==> src/hdl/region_handle_lru_cache_assert.svh <==
// Assertion macros for the region handle cache.
// Included by the top level; depends on nothing else.
`ifndef REGION_HANDLE_LRU_CACHE_ASSERT_SVH
`define REGION_HANDLE_LRU_CACHE_ASSERT_SVH

// Same-cycle implication, disabled during reset.
`define RHLC_ASSERT_NOW(label, clk, rst, ante, cons) \
   label: assert property (@(posedge clk) disable iff (rst) (ante) |-> (cons)) \
      else $error("region cache assertion failed");

// Next-cycle implication, disabled during reset.
`define RHLC_ASSERT_NEXT(label, clk, rst, ante, cons) \
   label: assert property (@(posedge clk) disable iff (rst) (ante) |=> (cons)) \
      else $error("region cache assertion failed");

`endif

==> src/hdl/rhlc_pkg.sv <==
// Shared types and constants of the region handle cache.
// No dependencies.
`default_nettype none

package rhlc_pkg;

   localparam int DEF_MAX_OPEN_REGIONS = 16;
   localparam int DEF_REGION_SHIFT     = 5;

   localparam int COORD_W    = 22;
   localparam int OUTCOME_W  = 3;
   localparam int STATUS_W   = 3;
   localparam int SLOT_OUT_W = 4;
   localparam int LOC_OUT_W  = 5;
   localparam int KEY_OUT_W  = 17;

   localparam int REQ_DATA_W = 48;
   localparam int RSP_DATA_W = 56;

   // open outcome codes
   localparam logic [OUTCOME_W-1:0] OC_OPENED  = 3'd0;
   localparam logic [OUTCOME_W-1:0] OC_ABSENT  = 3'd1;
   localparam logic [OUTCOME_W-1:0] OC_NO_OPEN = 3'd2;
   localparam logic [OUTCOME_W-1:0] OC_CORRUPT = 3'd3;

   // result status codes
   localparam logic [STATUS_W-1:0] STS_HIT     = 3'd0;
   localparam logic [STATUS_W-1:0] STS_OPENED  = 3'd1;
   localparam logic [STATUS_W-1:0] STS_ABSENT  = 3'd2;
   localparam logic [STATUS_W-1:0] STS_NO_OPEN = 3'd3;
   localparam logic [STATUS_W-1:0] STS_CORRUPT = 3'd4;
   localparam logic [STATUS_W-1:0] STS_IO_ERR  = 3'd5;

   typedef enum logic [2:0] {
      ST_IDLE,
      ST_SCAN,
      ST_SCAN_END,
      ST_DECIDE,
      ST_UPDATE,
      ST_UPDATE_END,
      ST_WRITE,
      ST_DONE
   } state_type;

endpackage

`default_nettype wire

==> src/hdl/region_handle_lru_cache.sv <==
// Region handle cache: fully associative table of open regions, LRU order.
// Request channel req_* carries a chunk coordinate pair and the open outcome
// to apply on a miss; response channel rsp_* returns status, slot, local
// offsets and the evicted region, if any. Both use tvalid/tready handshakes.
// Keys and recency ranks live in one RAM (rhlc_ram) with a registered read;
// valid bits are flip-flops. Each transaction makes one scan pass over all N
// entries (N = MAX_OPEN_REGIONS); an absent or failed open ends there, and a
// hit or an insert adds a second read-modify-write pass to age the ranks and
// a write of the entry. The RAM read port gives one entry per cycle per pass.
// A finished result sits in an output register; the block accepts the next
// request while it waits, and stalls only at the end of that request if the
// register is still full. rsp_tvalid holds until rsp_tready.
// Reset (synchronous, active high) clears all valid bits and the control
// state; there is no clearing pass, so the block is ready the cycle after.
`default_nettype none

module region_handle_lru_cache #(
   parameter int MAX_OPEN_REGIONS = rhlc_pkg::DEF_MAX_OPEN_REGIONS,
   parameter int REGION_SHIFT     = rhlc_pkg::DEF_REGION_SHIFT
) (
   input  wire logic                            clock,
   input  wire logic                            reset,
   // req_tdata, low bit up: chunk_x[22], chunk_z[22], open_outcome[3], zero[1]
   input  wire logic [rhlc_pkg::REQ_DATA_W-1:0] req_tdata,
   input  wire logic                            req_tvalid,
   output logic                                 req_tready,
   // rsp_tdata, low bit up: status[3], slot[4], local_x[5], local_z[5],
   // evicted[1], evicted_region_x[17], evicted_region_z[17], zero[4]
   output logic      [rhlc_pkg::RSP_DATA_W-1:0] rsp_tdata,
   output logic                                 rsp_tvalid,
   input  wire logic                            rsp_tready
);

   import rhlc_pkg::*;

   localparam int IDX_W = $clog2(MAX_OPEN_REGIONS);
   localparam int KEY_W = COORD_W - REGION_SHIFT;
   localparam int MEM_W = 2 * KEY_W + IDX_W;
   localparam logic [IDX_W-1:0]   LAST_IDX = IDX_W'(MAX_OPEN_REGIONS - 1);
   localparam logic [COORD_W-1:0] LOC_MASK = COORD_W'((1 << REGION_SHIFT) - 1);

   // request fields
   logic signed [COORD_W-1:0] req_cx;
   logic signed [COORD_W-1:0] req_cz;
   logic [OUTCOME_W-1:0]      req_outcome;
   logic                      req_fire;

   assign req_cx      = req_tdata[COORD_W-1:0];
   assign req_cz      = req_tdata[2*COORD_W-1:COORD_W];
   assign req_outcome = req_tdata[2*COORD_W+OUTCOME_W-1:2*COORD_W];
   assign req_fire    = req_tvalid && req_tready;

   // control
   state_type              state_ff, state_in;
   logic [IDX_W-1:0]       cnt_ff, cnt_in;
   logic                   rd_vld_ff;
   logic [IDX_W-1:0]       rd_idx_ff;
   logic [MAX_OPEN_REGIONS-1:0] valid_ff, valid_in;

   // current transaction
   logic signed [KEY_W-1:0] kx_ff, kz_ff;
   logic [LOC_OUT_W-1:0]    locx_ff, locz_ff;
   logic [OUTCOME_W-1:0]    outcome_ff;

   // scan results
   logic                    hit_ff, hit_in;
   logic [IDX_W-1:0]        hit_idx_ff, hit_idx_in;
   logic [IDX_W-1:0]        hit_rec_ff, hit_rec_in;
   logic                    free_ff, free_in;
   logic [IDX_W-1:0]        free_idx_ff, free_idx_in;
   logic [IDX_W-1:0]        old_rec_ff, old_rec_in;
   logic [IDX_W-1:0]        old_idx_ff, old_idx_in;
   logic signed [KEY_W-1:0] old_kx_ff, old_kx_in, old_kz_ff, old_kz_in;

   // decision
   logic                    insert_ff, insert_in;
   logic [IDX_W-1:0]        tgt_ff, tgt_in;
   logic [IDX_W-1:0]        age_ff, age_in;
   logic [STATUS_W-1:0]     sts_ff, sts_in;
   logic                    ev_ff, ev_in;
   logic signed [KEY_OUT_W-1:0] evx_ff, evx_in, evz_ff, evz_in;
   logic                    upd_go;

   // output register
   logic                    rsp_valid_ff, rsp_valid_in;
   logic [RSP_DATA_W-1:0]   rsp_data_ff, rsp_data_in;

   // RAM ports
   logic                    wr_en;
   logic [IDX_W-1:0]        wr_addr;
   logic [MEM_W-1:0]        wr_data;
   logic                    rd_en;
   logic [MEM_W-1:0]        rd_data;

   logic signed [KEY_W-1:0] d_kx, d_kz;
   logic [IDX_W-1:0]        d_rec, rec_inc;
   logic                    e_vld;

   assign d_kx    = rd_data[MEM_W-1 -: KEY_W];
   assign d_kz    = rd_data[IDX_W +: KEY_W];
   assign d_rec   = rd_data[IDX_W-1:0];
   assign rec_inc = d_rec + IDX_W'(1);
   assign e_vld   = valid_ff[rd_idx_ff];

   rhlc_ram #(
      .WIDTH (MEM_W),
      .DEPTH (MAX_OPEN_REGIONS)
   ) u_ram (
      .clock   (clock),
      .wr_en   (wr_en),
      .wr_addr (wr_addr),
      .wr_data (wr_data),
      .rd_en   (rd_en),
      .rd_addr (cnt_ff),
      .rd_data (rd_data)
   );

   assign req_tready = (state_ff == ST_IDLE);
   assign rsp_tvalid = rsp_valid_ff;
   assign rsp_tdata  = rsp_data_ff;

   always_comb begin
      state_in     = state_ff;
      cnt_in       = cnt_ff;
      valid_in     = valid_ff;
      hit_in       = hit_ff;
      hit_idx_in   = hit_idx_ff;
      hit_rec_in   = hit_rec_ff;
      free_in      = free_ff;
      free_idx_in  = free_idx_ff;
      old_rec_in   = old_rec_ff;
      old_idx_in   = old_idx_ff;
      old_kx_in    = old_kx_ff;
      old_kz_in    = old_kz_ff;
      insert_in    = insert_ff;
      tgt_in       = tgt_ff;
      age_in       = age_ff;
      sts_in       = sts_ff;
      ev_in        = ev_ff;
      evx_in       = evx_ff;
      evz_in       = evz_ff;
      upd_go       = 1'b0;
      rsp_valid_in = rsp_valid_ff && !rsp_tready;
      rsp_data_in  = rsp_data_ff;
      rd_en        = 1'b0;
      wr_en        = 1'b0;
      wr_addr      = rd_idx_ff;
      wr_data      = {d_kx, d_kz, rec_inc};

      unique case (state_ff)
         ST_IDLE: begin
            if (req_fire) begin
               hit_in   = 1'b0;
               free_in  = 1'b0;
               cnt_in   = '0;
               state_in = ST_SCAN;
            end
         end
         ST_SCAN, ST_SCAN_END: begin
            if (state_ff == ST_SCAN) begin
               rd_en = 1'b1;
               if (cnt_ff == LAST_IDX) begin
                  state_in = ST_SCAN_END;
               end else begin
                  cnt_in = cnt_ff + IDX_W'(1);
               end
            end else begin
               state_in = ST_DECIDE;
            end
            if (rd_vld_ff) begin
               // keep the first matching entry
               if (!hit_ff && e_vld && d_kx == kx_ff && d_kz == kz_ff) begin
                  hit_in     = 1'b1;
                  hit_idx_in = rd_idx_ff;
                  hit_rec_in = d_rec;
               end
               if (!free_ff && !e_vld) begin
                  free_in     = 1'b1;
                  free_idx_in = rd_idx_ff;
               end
               // victim: largest rank, lowest index on a tie, entry 0 by default
               if (rd_idx_ff == '0 || (e_vld && d_rec > old_rec_ff)) begin
                  old_rec_in = d_rec;
                  old_idx_in = rd_idx_ff;
                  old_kx_in  = d_kx;
                  old_kz_in  = d_kz;
               end
            end
         end
         ST_DECIDE: begin
            insert_in = 1'b0;
            tgt_in    = '0;
            age_in    = hit_rec_ff;
            ev_in     = 1'b0;
            evx_in    = '0;
            evz_in    = '0;
            if (hit_ff) begin
               sts_in = STS_HIT;
               tgt_in = hit_idx_ff;
               upd_go = 1'b1;
            end else begin
               unique case (outcome_ff)
                  OC_OPENED: begin
                     sts_in    = STS_OPENED;
                     insert_in = 1'b1;
                     upd_go    = 1'b1;
                     if (free_ff) begin
                        tgt_in = free_idx_ff;
                     end else begin
                        tgt_in = old_idx_ff;
                        ev_in  = 1'b1;
                        evx_in = KEY_OUT_W'(old_kx_ff);
                        evz_in = KEY_OUT_W'(old_kz_ff);
                     end
                  end
                  OC_ABSENT:  sts_in = STS_ABSENT;
                  OC_NO_OPEN: sts_in = STS_NO_OPEN;
                  OC_CORRUPT: sts_in = STS_CORRUPT;
                  default:    sts_in = STS_IO_ERR;
               endcase
            end
            cnt_in   = '0;
            state_in = upd_go ? ST_UPDATE : ST_DONE;
         end
         ST_UPDATE, ST_UPDATE_END: begin
            if (state_ff == ST_UPDATE) begin
               rd_en = 1'b1;
               if (cnt_ff == LAST_IDX) begin
                  state_in = ST_UPDATE_END;
               end else begin
                  cnt_in = cnt_ff + IDX_W'(1);
               end
            end else begin
               state_in = ST_WRITE;
            end
            // age the entries younger than the touched one, or every other entry on an insert
            if (rd_vld_ff && e_vld && rd_idx_ff != tgt_ff &&
                (insert_ff || d_rec < age_ff)) begin
               wr_en = 1'b1;
            end
         end
         ST_WRITE: begin
            wr_en            = 1'b1;
            wr_addr          = tgt_ff;
            wr_data          = {kx_ff, kz_ff, IDX_W'(0)};
            valid_in[tgt_ff] = 1'b1;
            state_in         = ST_DONE;
         end
         ST_DONE: begin
            if (!rsp_valid_ff || rsp_tready) begin
               rsp_valid_in = 1'b1;
               rsp_data_in  = {4'b0, evz_ff, evx_ff, ev_ff, locz_ff, locx_ff,
                               SLOT_OUT_W'(tgt_ff), sts_ff};
               state_in     = ST_IDLE;
            end
         end
      endcase
   end

   always_ff @(posedge clock) begin
      if (reset) begin
         state_ff <= ST_IDLE;
      end else begin
         state_ff <= state_in;
      end
   end

   always_ff @(posedge clock) begin
      if (reset) begin
         valid_ff     <= '0;
         rsp_valid_ff <= 1'b0;
         rd_vld_ff    <= 1'b0;
      end else begin
         valid_ff     <= valid_in;
         rsp_valid_ff <= rsp_valid_in;
         rd_vld_ff    <= rd_en;
      end
   end

   always_ff @(posedge clock) begin
      if (req_fire) begin
         kx_ff      <= KEY_W'(req_cx >>> REGION_SHIFT);
         kz_ff      <= KEY_W'(req_cz >>> REGION_SHIFT);
         locx_ff    <= LOC_OUT_W'(req_cx & LOC_MASK);
         locz_ff    <= LOC_OUT_W'(req_cz & LOC_MASK);
         outcome_ff <= req_outcome;
      end
      rd_idx_ff   <= cnt_ff;
      cnt_ff      <= cnt_in;
      hit_ff      <= hit_in;
      hit_idx_ff  <= hit_idx_in;
      hit_rec_ff  <= hit_rec_in;
      free_ff     <= free_in;
      free_idx_ff <= free_idx_in;
      old_rec_ff  <= old_rec_in;
      old_idx_ff  <= old_idx_in;
      old_kx_ff   <= old_kx_in;
      old_kz_ff   <= old_kz_in;
      insert_ff   <= insert_in;
      tgt_ff      <= tgt_in;
      age_ff      <= age_in;
      sts_ff      <= sts_in;
      ev_ff       <= ev_in;
      evx_ff      <= evx_in;
      evz_ff      <= evz_in;
      rsp_data_ff <= rsp_data_in;
   end

`include "region_handle_lru_cache_assert.svh"

   `RHLC_ASSERT_NEXT(a_accept_starts_scan, clock, reset, req_fire, state_ff == ST_SCAN)
   `RHLC_ASSERT_NOW(a_age_skips_target, clock, reset,
      wr_en && (state_ff == ST_UPDATE || state_ff == ST_UPDATE_END), rd_idx_ff != tgt_ff)
   `RHLC_ASSERT_NEXT(a_done_waits_on_stall, clock, reset,
      state_ff == ST_DONE && rsp_valid_ff && !rsp_tready, state_ff == ST_DONE)
   `RHLC_ASSERT_NOW(a_evict_only_when_full, clock, reset,
      state_ff == ST_WRITE && ev_ff, &valid_ff)

endmodule

`default_nettype wire

==> src/hdl/rhlc_ram.sv <==
// Generic simple dual-port RAM: one write port, one registered read port.
// No dependencies.
`default_nettype none

module rhlc_ram #(
   parameter int WIDTH = 8,
   parameter int DEPTH = 16
) (
   input  wire logic                     clock,
   input  wire logic                     wr_en,
   input  wire logic [$clog2(DEPTH)-1:0] wr_addr,
   input  wire logic [WIDTH-1:0]         wr_data,
   input  wire logic                     rd_en,
   input  wire logic [$clog2(DEPTH)-1:0] rd_addr,
   output logic      [WIDTH-1:0]         rd_data
);

   logic [WIDTH-1:0] mem_ff [DEPTH];
   logic [WIDTH-1:0] rd_data_ff;

   always_ff @(posedge clock) begin
      if (wr_en) begin
         mem_ff[wr_addr] <= wr_data;
      end
      if (rd_en) begin
         rd_data_ff <= mem_ff[rd_addr];
      end
   end

   assign rd_data = rd_data_ff;

endmodule

`default_nettype wire

==> config.mk <==
export PLATFORM = sky130hd
export DESIGN_NAME = region_handle_lru_cache
export DESIGN_NICKNAME = d
export VERILOG_FILES = /design/src/hdl/rhlc_pkg.sv /design/src/hdl/region_handle_lru_cache.sv /design/src/hdl/rhlc_ram.sv
export VERILOG_INCLUDE_DIRS = /design/src /design/src/hdl
export SDC_FILE = /design/constraint.sdc
export NUM_CORES = 1
export LEC_CHECK = 0
export ABC_CLOCK_PERIOD_IN_PS = 5840
export BUFFER_PORTS_ARGS = -buffer_cell sky130_fd_sc_hd__buf_2
export CORE_MARGIN = 2
export CORE_UTILIZATION = 60
export CTS_BUF_LIST = sky130_fd_sc_hd__clkbuf_8
export DETAILED_ROUTE_END_ITERATION = 8
export GPL_ROUTABILITY_DRIVEN = 0
export PLACE_DENSITY_LB_ADDON = 0.25
export SYNTH_ARGS = -nofsm -noshare
export SYNTH_HDL_FRONTEND = slang
export SYNTH_SLANG_ARGS = --single-unit
==> constraint.sdc <==
create_clock -name clock -period 5.84 [get_ports clock]
set_input_delay 0.876 -clock clock [delete_from_list [all_inputs] [get_ports clock]]
set_output_delay 0.876 -clock clock [all_outputs]
set_load 0.05 [all_outputs]
==> reports/results.ini <==
[placement]
dpl.cell_count = 2348
place.port_buffers = 104
dp_hpwl_mm = 35.45

[logic_synthesis]
synth-main-ff-cell = edfxtp_1
postSynthCellCount = 1536
yosys_warnings = 0
fraction_of_synthesis_flops_using_an_asynchronous_set_or_reset_pin = 0
synthesis.area_um2 = 33270
synth_seq_cells = 877
syn_avg_cell_area_um2 = 21.66
yosys.cell_types.count = 53
synth-edff-count = 852
synth-seq-area-share = 0.7840

[layout]
layout-area-overhead-vs-synth_pct = 11.86
sequential_area_um2 = 26090
fin_cells = 2582
multiInputGateArea_um2 = 6955
fill_cells = 3414
post_route_cells_drive_above_1_share = 0.2679
nets = 1801

[timing]
timing.final.max_slew_violations = 0
setup_viol = 0
rsz0062_at_grt = no
hold_viol = 0
final_period_minus_worst_setup_slack_ns = 3.807
fmax_mhz = 262.7
setup_total_negative_slack_ns = 0
fraction_of_the_cycle_the_final_worst_path_needs = 0.6518
transition_time_at_the_pin_with_the_least_slew_margin_ns = 1.246
clock_skew_ns = 0.02925
max_slew_margin = 0.1694

[critical_path]
setup.worst_path.start = state_ff[2]$_SDFFE_PP0P_
endpoint_kind = flip-flop
worst_setup_path_start_kind = flip-flop
timing.rr.start = state_ff[2]$_SDFFE_PP0P_
reg2regPathDepth = 5
timing.critical_path.slowest_stage_cell = o31ai_4
worstSetupPathType = flip-flop to flip-flop
timing.critical_path.arrival_ns = 4.25
timing.critical_path.required_ns = 6.29
reg2reg_slack_ns = 2.03
regToRegEndpoint = u_ram.mem_ff[7][14]$_DFFE_PP_
crit_path_cell_trace = nand3b_1 -> nor3b_2 -> a21oi_1 -> o31ai_4 -> buf_4
critical_path.max_stage_delay_ns = 1.07
critical_path.max_fanout = 16

[global_routing]
overflow = 0
grt_antenna_before_repair = 2
grt_pass1_vias = 16180
grt_pass1_wl_mm = 102.3
track_usage = 0.2554
grt_start_max_net_pins = 158

[flow_run]
maxCapViolCount = 0

[worst_hold_path]
min_path_type = input port to flip-flop
hold-path-cell-count = 1
min-delay-start = req_tdata[36]
hold_end = kz_ff[9]$_DFFE_PP_

[floorplan]
die_area_um2 = 57350
die_height_um = 239.5
boundaryPins = 110
core-area_um2 = 54990
die-width_um = 239.5
start_util = 0.6051
core.rowCount = 86

[route]
drt_iter0_drc = 1463
via_count = 15700
post_drt_via_cell_ratio = 6.082
wl_mm = 69.84
final_antenna_net_count = 0
drt_wl_cell_um = 27.05
detail_route.first_pass.iterations = 5
drc_violations = 0

[clock_network]
cts_inserted_buffers = 138
clock-root-buffer = clkbuf_8
cts_hold_buf = 0
cts.htree.levels = 4
worst_path_clk_slew_ns = 0.06
post-cts-setup-buffer-count = 0
post_cts.resized_instances = 0
clk-insertion-delay-late_ns = 0.79
cts.sink_count = 877
tritoncts = yes
clk_path_buf_depth = 3

[outcome]
status = completed

[power_and_ir_drop]
p_per_area_nw_per_um2 = 337.7
max-vdd-ir-drop_uv = 212.4
p_leak_nw = 12.20

## cell usage in the layout, fill, tap and decap left out, types with 3 or more instances in the layout
cell,instances
inv_1,64
mux2i_1,5
o31ai_4,12
o32ai_4,4
clkinv_2,7
buf_12,3
conb_1,4
and2_1,35
ha_1,9
o31ai_1,5
clkbuf_8,146
dfxtp_1,25
buf_2,104
xor2_1,7
buf_4,29
nand3b_1,7
edfxtp_1,852
nor2_1,37
nand2b_1,6
clkinv_1,25
mux4_2,164
or3_1,3
mux4_1,30
nor3_1,8
inv_6,3
nand4_1,8
xnor2_1,37
nand2_1,123
clkinvlp_4,4
a21oi_1,21
nand3_1,12
## through the flow
step	setup WS [ns]	utilization	hold WS, ns	total power, mW	area (µm²)
floorplan	0.9727	-	0.3706	7.921	33280
global placement	2.148	0.6336	0.4003	8.142	34840
detailed placement	2.072	0.6336	0.4052	8.171	34840
CTS	2.047	0.6768	0.1834	12.67	37210
global route	1.860	0.6768	0.2123	13.00	37220
finish	2.033	0.6768	0.2585	12.57	37220
## how the worst max path moves through the flow
stage / endpoint / slack [ns] / cells after the start
floorplan: u_ram.mem_ff[2][0]$_DFFE_PP_ / 0.97 / 6
global placement: u_ram.mem_ff[7][15]$_DFFE_PP_ / 2.15 / 5
detailed placement: u_ram.mem_ff[7][15]$_DFFE_PP_ / 2.07 / 5
CTS: u_ram.mem_ff[7][5]$_DFFE_PP_ / 2.05 / 5
global route: u_ram.mem_ff[7][15]$_DFFE_PP_ / 1.86 / 5
finish: u_ram.mem_ff[7][14]$_DFFE_PP_ / 2.03 / 5
## flip-flops by register name, summed over array words and instances (netlist names), 17 cells and up
| name | cells |
|---|---|
| evx_ff | 17 |
| evz_ff | 17 |
| kx_ff | 17 |
| kz_ff | 17 |
| old_kx_ff | 17 |
| old_kz_ff | 17 |
| rsp_tdata | 52 |
| u_ram.mem_ff | 608 |
| u_ram.rd_data | 38 |
## power by group
group	internal, mW	switching [mW]	total [mW]
Combinational	0.374	0.489	0.863
Sequential	7.09	0.0842	7.18
Clock	2.29	2.24	4.53
## cell type report
| cell class | instances | share of cell area |
|---|---|---|
| Timing Repair Buffer | 136 | 0.02145 |
| Clock buffer | 146 | 0.05399 |
| Sequential cell | 877 | 0.7009 |
| Clock inverter | 87 | 0.009817 |
| Inverter | 17 | 0.001715 |
| Multi-Input combinational cell | 570 | 0.1869 |
| Antenna cell | 1 | 0.00006724 |
| Tap cell | 748 | 0.02515 |
## metal layers
metal / vias to the layer above / part of all wire / track usage
met5: - / 0 / 0
met4: 0 / 0.029 / 0.09924
met3: 137 / 0.070 / 0.05647
met2: 706 / 0.51 / 0.4223
met1: 8185 / 0.39 / 0.3366
li1: 6675 / - / -
## cells in the mapped netlist (all sizes together) (2+ instances only)
library cell | count | area, µm²
clkbuf | 28 | 106.4
o31ai | 17 | 127.6
o21ai | 2 | 10.01
nor3b | 2 | 20.02
edfxtp | 852 | 25580
xnor2 | 37 | 324.1
nor2b | 3 | 18.77
ha | 9 | 112.6
buf | 47 | 352.8
nor3 | 9 | 50.05
nor2 | 39 | 146.4
mux2i | 5 | 50.05
nand2 | 123 | 461.7
nand4 | 8 | 50.05
o21a | 2 | 15.01
a21oi | 22 | 110.1
inv | 17 | 63.81
xor2 | 7 | 61.31
nand3b | 7 | 52.55
o32ai | 4 | 35.03
nand2b | 6 | 37.54
and2 | 35 | 219.0
dfxtp | 25 | 500.5
a22oi | 2 | 25.02
mux4 | 194 | 4482
or3 | 4 | 26.28
nand3 | 13 | 70.07
nor4 | 2 | 12.51
## critical path, delay by kind of cell (launching register included)
| family | cells | cell delay (ns) |
|---|---|---|
| compound gates | 2 | 1.37 |
| simple gates | 2 | 0.93 |
| buf+inv | 1 | 0.47 |
| flops | 1 | 0.66 |
## logic make-up after synthesis
family | Yosys count | share of synthesized area
fa+ha+maj | 9 | 0.003385
xor+xnor | 44 | 0.01158
simple gates | 256 | 0.03614
compound gates | 58 | 0.01282
buf+inv | 92 | 0.01572
mux | 199 | 0.1362
other cells | 1 | 0.0001127
flops | 877 | 0.7840
Note: power is estimated with default switching activity, not from simulation.
